==> config.mk <==
export PLATFORM = sky130hd
export DESIGN_NAME = ddo_cordic
export DESIGN_NICKNAME = d
export VERILOG_FILES = /design/src/rtl/ddo_pkg.sv /design/src/rtl/ddo_cordic.sv
export SDC_FILE = /design/constraint.sdc
export NUM_CORES = 1
export LEC_CHECK = 0
export BUFFER_PORTS_ARGS = -buffer_cell sky130_fd_sc_hd__buf_2
export CAP_MARGIN = 15
export CORE_MARGIN = 2
export CORE_UTILIZATION = 35
export CTS_CLUSTER_SIZE = 25
export DETAILED_ROUTE_END_ITERATION = 10
export PLACE_DENSITY = 0.52
export SYNTH_ARGS = -nofsm -noshare
export SYNTH_HDL_FRONTEND = slang
export SYNTH_SLANG_ARGS = --single-unit
==> constraint.sdc <==
create_clock -name clock -period 9.7 [get_ports clock]
set_input_delay 0.97 -clock clock [delete_from_list [all_inputs] [get_ports clock]]
set_output_delay 0.97 -clock clock [all_outputs]
set_load 0.01 [all_outputs]
==> src/rtl/ddo_pkg.sv <==
// ----------------------------------------------------------------------------
// ddo_pkg - shared types and constants for differential drive odometry
// Sequencer states, request kinds, Q.30 angle constants and the CORDIC
// arctangent table.
// ----------------------------------------------------------------------------
package ddo_pkg;

   // request kinds carried in tuser
   localparam logic [1:0] MODE_SAMPLE  = 2'd0;
   localparam logic [1:0] MODE_SET_X   = 2'd1;
   localparam logic [1:0] MODE_SET_Y   = 2'd2;
   localparam logic [1:0] MODE_SET_HDG = 2'd3;

   // Q.30 angle constants
   localparam logic signed [34:0] PI_Q30      = 35'sd3373259426;
   localparam logic signed [34:0] TWO_PI_Q30  = 35'sd6746518852;
   localparam logic signed [34:0] HALF_PI_Q30 = 35'sd1686629713;
   localparam logic [38:0]        TWO_PI_MAG  = 39'd6746518852;
   localparam logic signed [33:0] CORDIC_GAIN = 34'sh026DD3B6A;

   localparam int           DIV_STEPS = 58;
   localparam logic [2:0]   RED_TOP   = 3'd6;
   localparam logic [15:0]  WD_RESET  = 16'd300;

   typedef enum logic [3:0] {
      ST_IDLE,
      ST_DIV,
      ST_MID,
      ST_RED,
      ST_FOLD,
      ST_CORD,
      ST_MULX,
      ST_MULY,
      ST_ADDY,
      ST_FIN
   } state_type;

   typedef struct packed {
      logic start;
   } cordic_ctl_type;

   typedef struct packed {
      logic done;
   } cordic_sts_type;

   // truncated Q.30 arctangent of 2^-i
   function automatic logic [31:0] atan_q30(input logic [4:0] i);
      logic [31:0] v;
      unique case (i)
         5'd0:  v = 32'h3243F6A8;
         5'd1:  v = 32'h1DAC6705;
         5'd2:  v = 32'h0FADBAFC;
         5'd3:  v = 32'h07F56EA6;
         5'd4:  v = 32'h03FEAB76;
         5'd5:  v = 32'h01FFD55B;
         5'd6:  v = 32'h00FFFAAA;
         5'd7:  v = 32'h007FFF55;
         5'd8:  v = 32'h003FFFEA;
         5'd9:  v = 32'h001FFFFD;
         5'd10: v = 32'h000FFFFF;
         5'd11: v = 32'h0007FFFF;
         5'd12: v = 32'h0003FFFF;
         5'd13: v = 32'h0001FFFF;
         5'd14: v = 32'h0000FFFF;
         5'd15: v = 32'h00007FFF;
         5'd16: v = 32'h00003FFF;
         5'd17: v = 32'h00001FFF;
         5'd18: v = 32'h00000FFF;
         5'd19: v = 32'h000007FF;
         5'd20: v = 32'h000003FF;
         5'd21: v = 32'h000001FF;
         5'd22: v = 32'h000000FF;
         5'd23: v = 32'h0000007F;
         5'd24: v = 32'h0000003F;
         5'd25: v = 32'h0000001F;
         5'd26: v = 32'h0000000F;
         5'd27: v = 32'h00000008;
         5'd28: v = 32'h00000004;
         5'd29: v = 32'h00000002;
         5'd30: v = 32'h00000001;
         default: v = 32'h00000000;
      endcase
      return v;
   endfunction

endpackage

==> src/rtl/ddo_cordic.sv <==
// ----------------------------------------------------------------------------
// ddo_cordic - iterative rotation-mode CORDIC
// One micro-rotation per cycle on a shared shift/add unit; gives sine and
// cosine in Q.30 of an angle folded into [-pi/2, pi/2].
// ----------------------------------------------------------------------------
module ddo_cordic import ddo_pkg::*; #(
   parameter int STEPS = 24
) (
   input  logic                clock,
   input  logic                reset,
   input  cordic_ctl_type      ctl,
   input  logic signed [33:0]  angle,
   output cordic_sts_type      sts,
   output logic signed [33:0]  sin_out,
   output logic signed [33:0]  cos_out
);

   localparam logic [5:0] LAST = 6'(STEPS - 1);

   logic               busy_ff, busy_in;
   logic               done_ff, done_in;
   logic [5:0]         cnt_ff, cnt_in;
   logic signed [33:0] cx_ff, cx_in, cy_ff, cy_in, z_ff, z_in;
   logic signed [33:0] dx, dy, at;

   // one micro-rotation
   always_comb begin
      dx      = cy_ff >>> cnt_ff[4:0];
      dy      = cx_ff >>> cnt_ff[4:0];
      at      = 34'(signed'({2'b00, atan_q30(cnt_ff[4:0])}));
      busy_in = busy_ff;
      done_in = 1'b0;
      cnt_in  = cnt_ff;
      cx_in   = cx_ff;
      cy_in   = cy_ff;
      z_in    = z_ff;
      if (ctl.start) begin
         busy_in = 1'b1;
         cnt_in  = '0;
         cx_in   = CORDIC_GAIN;
         cy_in   = '0;
         z_in    = angle;
      end else if (busy_ff) begin
         if (!z_ff[33]) begin
            cx_in = cx_ff - dx;
            cy_in = cy_ff + dy;
            z_in  = z_ff - at;
         end else begin
            cx_in = cx_ff + dx;
            cy_in = cy_ff - dy;
            z_in  = z_ff + at;
         end
         cnt_in = cnt_ff + 6'd1;
         if (cnt_ff == LAST) begin
            busy_in = 1'b0;
            done_in = 1'b1;
         end
      end
   end

   always_ff @(posedge clock) begin
      if (reset) begin
         busy_ff <= 1'b0;
         done_ff <= 1'b0;
         cnt_ff  <= '0;
      end else begin
         busy_ff <= busy_in;
         done_ff <= done_in;
         cnt_ff  <= cnt_in;
      end
      cx_ff <= cx_in;
      cy_ff <= cy_in;
      z_ff  <= z_in;
   end

   assign sts.done = done_ff;
   assign sin_out  = cy_ff;
   assign cos_out  = cx_ff;

   // assertions
   a_done_after_busy: assert property (@(posedge clock) disable iff (reset)
      done_ff |-> $past(busy_ff)) else $error("done without run");
   a_no_overlap: assert property (@(posedge clock) disable iff (reset)
      busy_ff && !done_in |-> !ctl.start) else $error("restart while busy");
   a_cnt_bound: assert property (@(posedge clock) disable iff (reset)
      busy_ff |-> cnt_ff <= LAST) else $error("step count overrun");

endmodule

---- After elaboration in Yosys (flattened, before gate mapping) ----
Memories as Yosys holds them, arrays and structs flattened. A register that Yosys moved wholly into a read port is not among the register bits.
Index checks and enable logic that the tools add are counted.
cells by class
  shift operators ......................... 2
  bitwise operators ....................... 1
  equal/unequal tests ..................... 1
  multiplexer cells ....................... 11
  reductions and logical operators ........ 3
  add/sub/neg operators ................... 7
operators by type and width
  cell                                                  number
  2-to-1 mux 34 bit                                     5
  adder 34 bit                                          2
  >>> shifter 34 x 5 -> 34 bit                          2
  subtractor 34 bit                                     2
  adder 34 x 33 -> 34 bit                               1
  subtractor 34 x 33 -> 34 bit                          1
  2-to-1 mux 5 bit                                      2
  adder 6 x 1 -> 6 bit (second input constant)          1
  equality test 6 x 5 -> 1 bit (second input constant)  1
  2-to-1 mux 1 bit                                      4
  OR reduction 3 bit                                    1
  nonzero test 2 bit                                    1
  OR reduction 2 bit                                    1
  inverter 1 bit                                        1
storage, ports and cells
  output and inout bits ................... 69
  ROM bits ................................ 960
  input port bits ......................... 37
  memories kept ........................... 1
  logic and storage cells ................. 32
  register bits after elaboration ......... 110
memory list
  name             words  bits a word  rd ports  clocked after memory_dff  write ports  line           RTL
  (no name shown)  32     30           1         1                         0            ddo_pkg.sv:49  unique case (i)

---- Depth between registers and ports, before layout ----
  word-level depth ........................ 4
  mapped depth ............................ 27
  gate-level depth less buffers ........... 21

---- Worst setup path before layout ----
No wires, ideal clock.
  path type ............................... reg-to-reg
  start ................................... register cnt_ff[1]
  end ..................................... register cx_ff[33] (netlist: cos_out[33])
  arrival ................................. 5.743 ns
  data required time ...................... 9.577 ns
  period minus slack after synthesis ...... 5.866 ns
  setup slack ............................. 3.834 ns
  library setup time ...................... 0.123 ns
  path buffers ............................ 5
  stages on the path, launching flop included .. 26
  cells stage by stage .................... dfxtp_1 buf_6 buf_6 buf_6 buf_4 buf_2 mux4_2 a22oi_1 o311ai_1 a211oi_1 nand2_1 nor4_1 a31o_2 o21ai_0 xnor2_1 ha_1 a21oi_1 o21bai_1 a211oi_1 a32o_1 a31oi_1 o41a_1 a211oi_1 nor3_1 mux2_1 mux2_1
on the way
  cells in the longest elaborated chain, start to end .. 3
  elaborated cells between the ends (all ways) .. 4
  classes of those cells .................. add/sub: 2; shift: 1; mux: 1
RTL lines
  what                                               line                                RTL
  start: declaration                                 ddo_cordic.sv:22                    logic [5:0] cnt_ff, cnt_in;
  start signal: assignment                           ddo_cordic.sv:69                    cnt_ff <= cnt_in;
  >>> shifter 34 x 5 -> 34 bit *                     ddo_cordic.sv:28                    dx = cy_ff >>> cnt_ff[4:0];
  subtractor 34 bit or adder 34 bit (tied branches)  ddo_cordic.sv:45, ddo_cordic.sv:49
  2-to-1 mux 34 bit *                                ddo_cordic.sv:44                    if (!z_ff[33]) begin
  end signal: assignment                             ddo_cordic.sv:71                    cx_ff <= cx_in;
  end: declaration                                   ddo_cordic.sv:23                    logic signed [33:0] cx_ff, cx_in, cy_ff, cy_in, z_ff, z_in;
Mark *: on every way between the ends. The rest lies on a longest branch, timed or not.
A chain may end at the register's enable or synchronous reset.

---- Final worst setup path ----
  start ................................... register cnt_ff[1]
  end ..................................... register cy_ff[33] (netlist: sin_out[33])
on the way
  cells in the longest elaborated chain, start to end .. 3
  elaborated cells between the ends (all ways) .. 4
  classes of those cells .................. add/sub: 2; shift: 1; mux: 1
RTL lines
  what                                               line                                RTL
  >>> shifter 34 x 5 -> 34 bit *                     ddo_cordic.sv:29                    dy = cx_ff >>> cnt_ff[4:0];
  adder 34 bit or subtractor 34 bit (tied branches)  ddo_cordic.sv:46, ddo_cordic.sv:50
  2-to-1 mux 34 bit *                                ddo_cordic.sv:44
  end signal: assignment                             ddo_cordic.sv:72                    cy_ff <= cy_in;
  end: declaration                                   ddo_cordic.sv:23
Marked as above.

==> results.sh <==
export IMPL_power_uw=6420
export IMPL_hold_end="cnt_ff[5]"
export IMPL_via_per_inst=6.01
export IMPL_vdd_drop_max_mv=0.147
export IMPL_antenna_found_initial=0
export IMPL_power_density_nw_per_um2=336
export IMPL_totalWireLength_um=64700
export IMPL_start_kind="flip-flop"
export IMPL_dieArea_um2=51900
export IMPL_cts_tree="done"
export IMPL_drt_wirelength_per_cell_um=22.9
export IMPL_crit_arrival_ns=8.20
export IMPL_area_growth_pct=9.04
export IMPL_post_cts_setup_buffers=0
export IMPL_numPortBuffers=105
export IMPL_p_leak_uw=0.00779
export IMPL_grt_pass1_vias=16331
export IMPL_hold_depth=2
export IMPL_p_int_uw=3150
export IMPL_clock_sinks=140
export IMPL_rsz0062_at_grt="false"
export IMPL_ys_async_sr_fraction=0
export IMPL_switching_share=0.510
export IMPL_grt_pass1_wl_um=99800
export IMPL_hold_slack_ns=0.500
export IMPL_syn_instance_count=2114
export IMPL_antenna_left=0
export IMPL_yosysSeqAreaShare=0.179
export IMPL_synth_edf_count=34
export IMPL_drc=0
export IMPL_grt_overflow=0
export IMPL_root_buffer="clkbuf_16"
export IMPL_vias=16947
export IMPL_initialDrtViolationCount=1530
export IMPL_syn_num_nets=2265
export IMPL_period_needed_ns=7.82
export IMPL_yosysUniqueCellTypes=93
export IMPL_drv_cap=0
export IMPL_p_comb_frac=0.718
export IMPL_postLayoutCoreUtil=0.384
export IMPL_synth_ff_type="dfxtp_1"
export IMPL_start_util=0.352
export IMPL_avgSynthCellArea_um2=8.30
export IMPL_pwr_share_clk=0.104
export IMPL_pin_count=106
export IMPL_fin_crit_sh=0.806
export IMPL_fin_skew_ns=0.0174
export IMPL_setup_tns_ns=0
export IMPL_final_hold_violation_count=0
export IMPL_cts_inserted_buffers=17
export IMPL_power_frac_seq=0.178
export IMPL_finalSetupViolations=0
export IMPL_r2r_start="cnt_ff[1]"
export IMPL_gp_congestion=0.989
export IMPL_fmax_mhz=128
export IMPL_grt_max_degree=72
export IMPL_cts_max_level=4
export IMPL_synth_seq_cells=140
export IMPL_hpwlAfterDp_um=48700
export IMPL_cp_end_kind="flip-flop"
export IMPL_yosysWarnings=0
export IMPL_n_antenna_cell=0
export IMPL_worstSetupPathType="reg2reg"
export IMPL_status="finished clean"
export IMPL_relSlewSlack=0.216
export IMPL_fillCellCount=5245
export IMPL_cts_resized_gates=0
export IMPL_grt_usage=0.247
export IMPL_rows=82
export IMPL_drv_slew=0
export IMPL_drive_gt1_frac=0.148
export IMPL_die_w_um=228
export IMPL_p_sw_uw=3280
export IMPL_min_from="cnt_ff[5]"
export IMPL_crit_fanout=70
export IMPL_nNetsFinal=2288
export IMPL_layout_commonest_cell="nor2_1"
export IMPL_tightest_slew_ns=1.17
export IMPL_layout_common_cells="206 x nor2_1, 181 x a21oi_1, 180 x nand2_1, 111 x ha_1"
export IMPL_rr_endpoint="sin_out[33]"
export IMPL_r2r_slack_ns=1.88
export IMPL_syn_area_um2=17500
export IMPL_core_um2=49900
export IMPL_die_h_um=228
export IMPL_clkLatencyLatePin_ns=0.50
export IMPL_path_clk_slew_ns=0.07
export IMPL_clockBufferDepth=2
export IMPL_first_pass_iters=7
export IMPL_r2r_cells=22
export IMPL_postCtsHoldBufs=0
export IMPL_crit_required_ns=10.08
export IMPL_hold_path_class="reg2reg"
layout make-up:
type                            count  area (µm²)  share of cell area
Clock buffer                       21         460              0.0241
Clock inverter                     11         110             0.00576
Inverter                           62         233              0.0122
Multi-Input combinational cell   1785       13600               0.711
Sequential cell                   140        3160               0.165
Tap cell                          672         841              0.0440
Timing Repair Buffer              131         721              0.0377
stage by stage:
| stage | instances | instance area (µm²) | setup slack [ns] |
|---|---|---|---|
| floorplan | 2114 | 17500 | 3.83 |
| global placement | 2789 | 18600 | 2.20 |
| detailed placement | 2789 | 18600 | 2.08 |
| CTS | 2821 | 19100 | 2.05 |
| global route | 2822 | 19100 | 1.30 |
| finish | 2822 | 19100 | 1.88 |
worst max-delay path by stage:
stage | from | end | slack (ns) | cells past startpoint
2_1_floorplan | cnt_ff[1] | cos_out[33] | 3.83 | 25
3_3_place_gp | cnt_ff[1] | sin_out[30] | 2.20 | 19
3_5_place_dp | cnt_ff[1] | sin_out[32] | 2.08 | 19
4_1_cts | cnt_ff[1] | sin_out[32] | 2.05 | 19
5_1_grt | cnt_ff[1] | sin_out[32] | 1.30 | 19
6_report | cnt_ff[1] | sin_out[33] | 1.88 | 22
sequential cells by signal, indices dropped and copies added (netlist names):
register  count
sts           1
busy_ff       1
at           30
cnt_ff        6
cos_out      34
sin_out      34
z_ff         34
layer usage:
metal  global-route usage  wire length [µm]  vias up
met5                    0                 0        -
met4                0.118              2980        0
met3               0.0483              3810      159
met2                0.408             30600      619
met1                0.309             27200     8176
li1                     -                 -     7993
power groups by stage:
stage	Clock (µW)	Combinational [µW]	Sequential, µW
2_1_floorplan	0	3460	1020
3_3_place_gp	0	4510	1150
3_5_place_dp	0	4520	1160
4_1_cts	702	4560	1140
5_1_grt	717	5100	1170
6_report	670	4610	1140
logic make-up (layout without fill, tap and decap cells):
kind of cell,Yosys count,count (layout),share of synthesized area
AOI/OAI and AO/OA,623,623,0.233
xor gates and xnor gates,174,174,0.0869
adders and majority gates,114,114,0.0826
buffers and inverters,189,225,0.0456
DFF,140,140,0.179
muxes,218,218,0.195
and+or+nand+nor,656,656,0.178
critical path: stages (launching register included):
cell     delay (ns)
dfxtp_4        0.86
buf_4          0.84
mux4_2         0.72
o22ai_1        0.47
o22a_1         0.42
nand4_1        0.17
and2_1         0.23
or4_1          0.49
nor4_2         0.50
and2_2         0.29
nor2_1         0.07
xnor2_1        0.25
ha_1           0.35
nor2_1         0.13
nand2_1        0.05
o21ai_0        0.11
o31ai_1        0.10
a31oi_1        0.37
a21oi_1        0.17
a211o_1        0.30
or2_2          0.27
mux2i_1        0.14
mux2_1         0.32
cells in the mapped netlist, drive strengths merged (29+ instances only):
| library cell | number | area share |
|---|---|---|
| nor2 | 206 | 0.044 |
| a21oi | 181 | 0.052 |
| nand2 | 180 | 0.039 |
| o21ai | 113 | 0.032 |
| ha | 111 | 0.079 |
| dfxtp | 106 | 0.12 |
| mux4 | 95 | 0.12 |
| xnor2 | 95 | 0.047 |
| mux2i | 89 | 0.051 |
| xor2 | 79 | 0.039 |
| clkbuf | 71 | 0.015 |
| inv | 62 | 0.013 |
| buf | 56 | 0.017 |
| nor3 | 54 | 0.015 |
| a21o | 39 | 0.017 |
| a211oi | 36 | 0.016 |
| a31oi | 36 | 0.013 |
| edfxtp | 34 | 0.058 |
| mux2 | 34 | 0.022 |
| nand3 | 31 | 0.0088 |
| o21a | 29 | 0.012 |
Power figures use the tool's default switching activity.
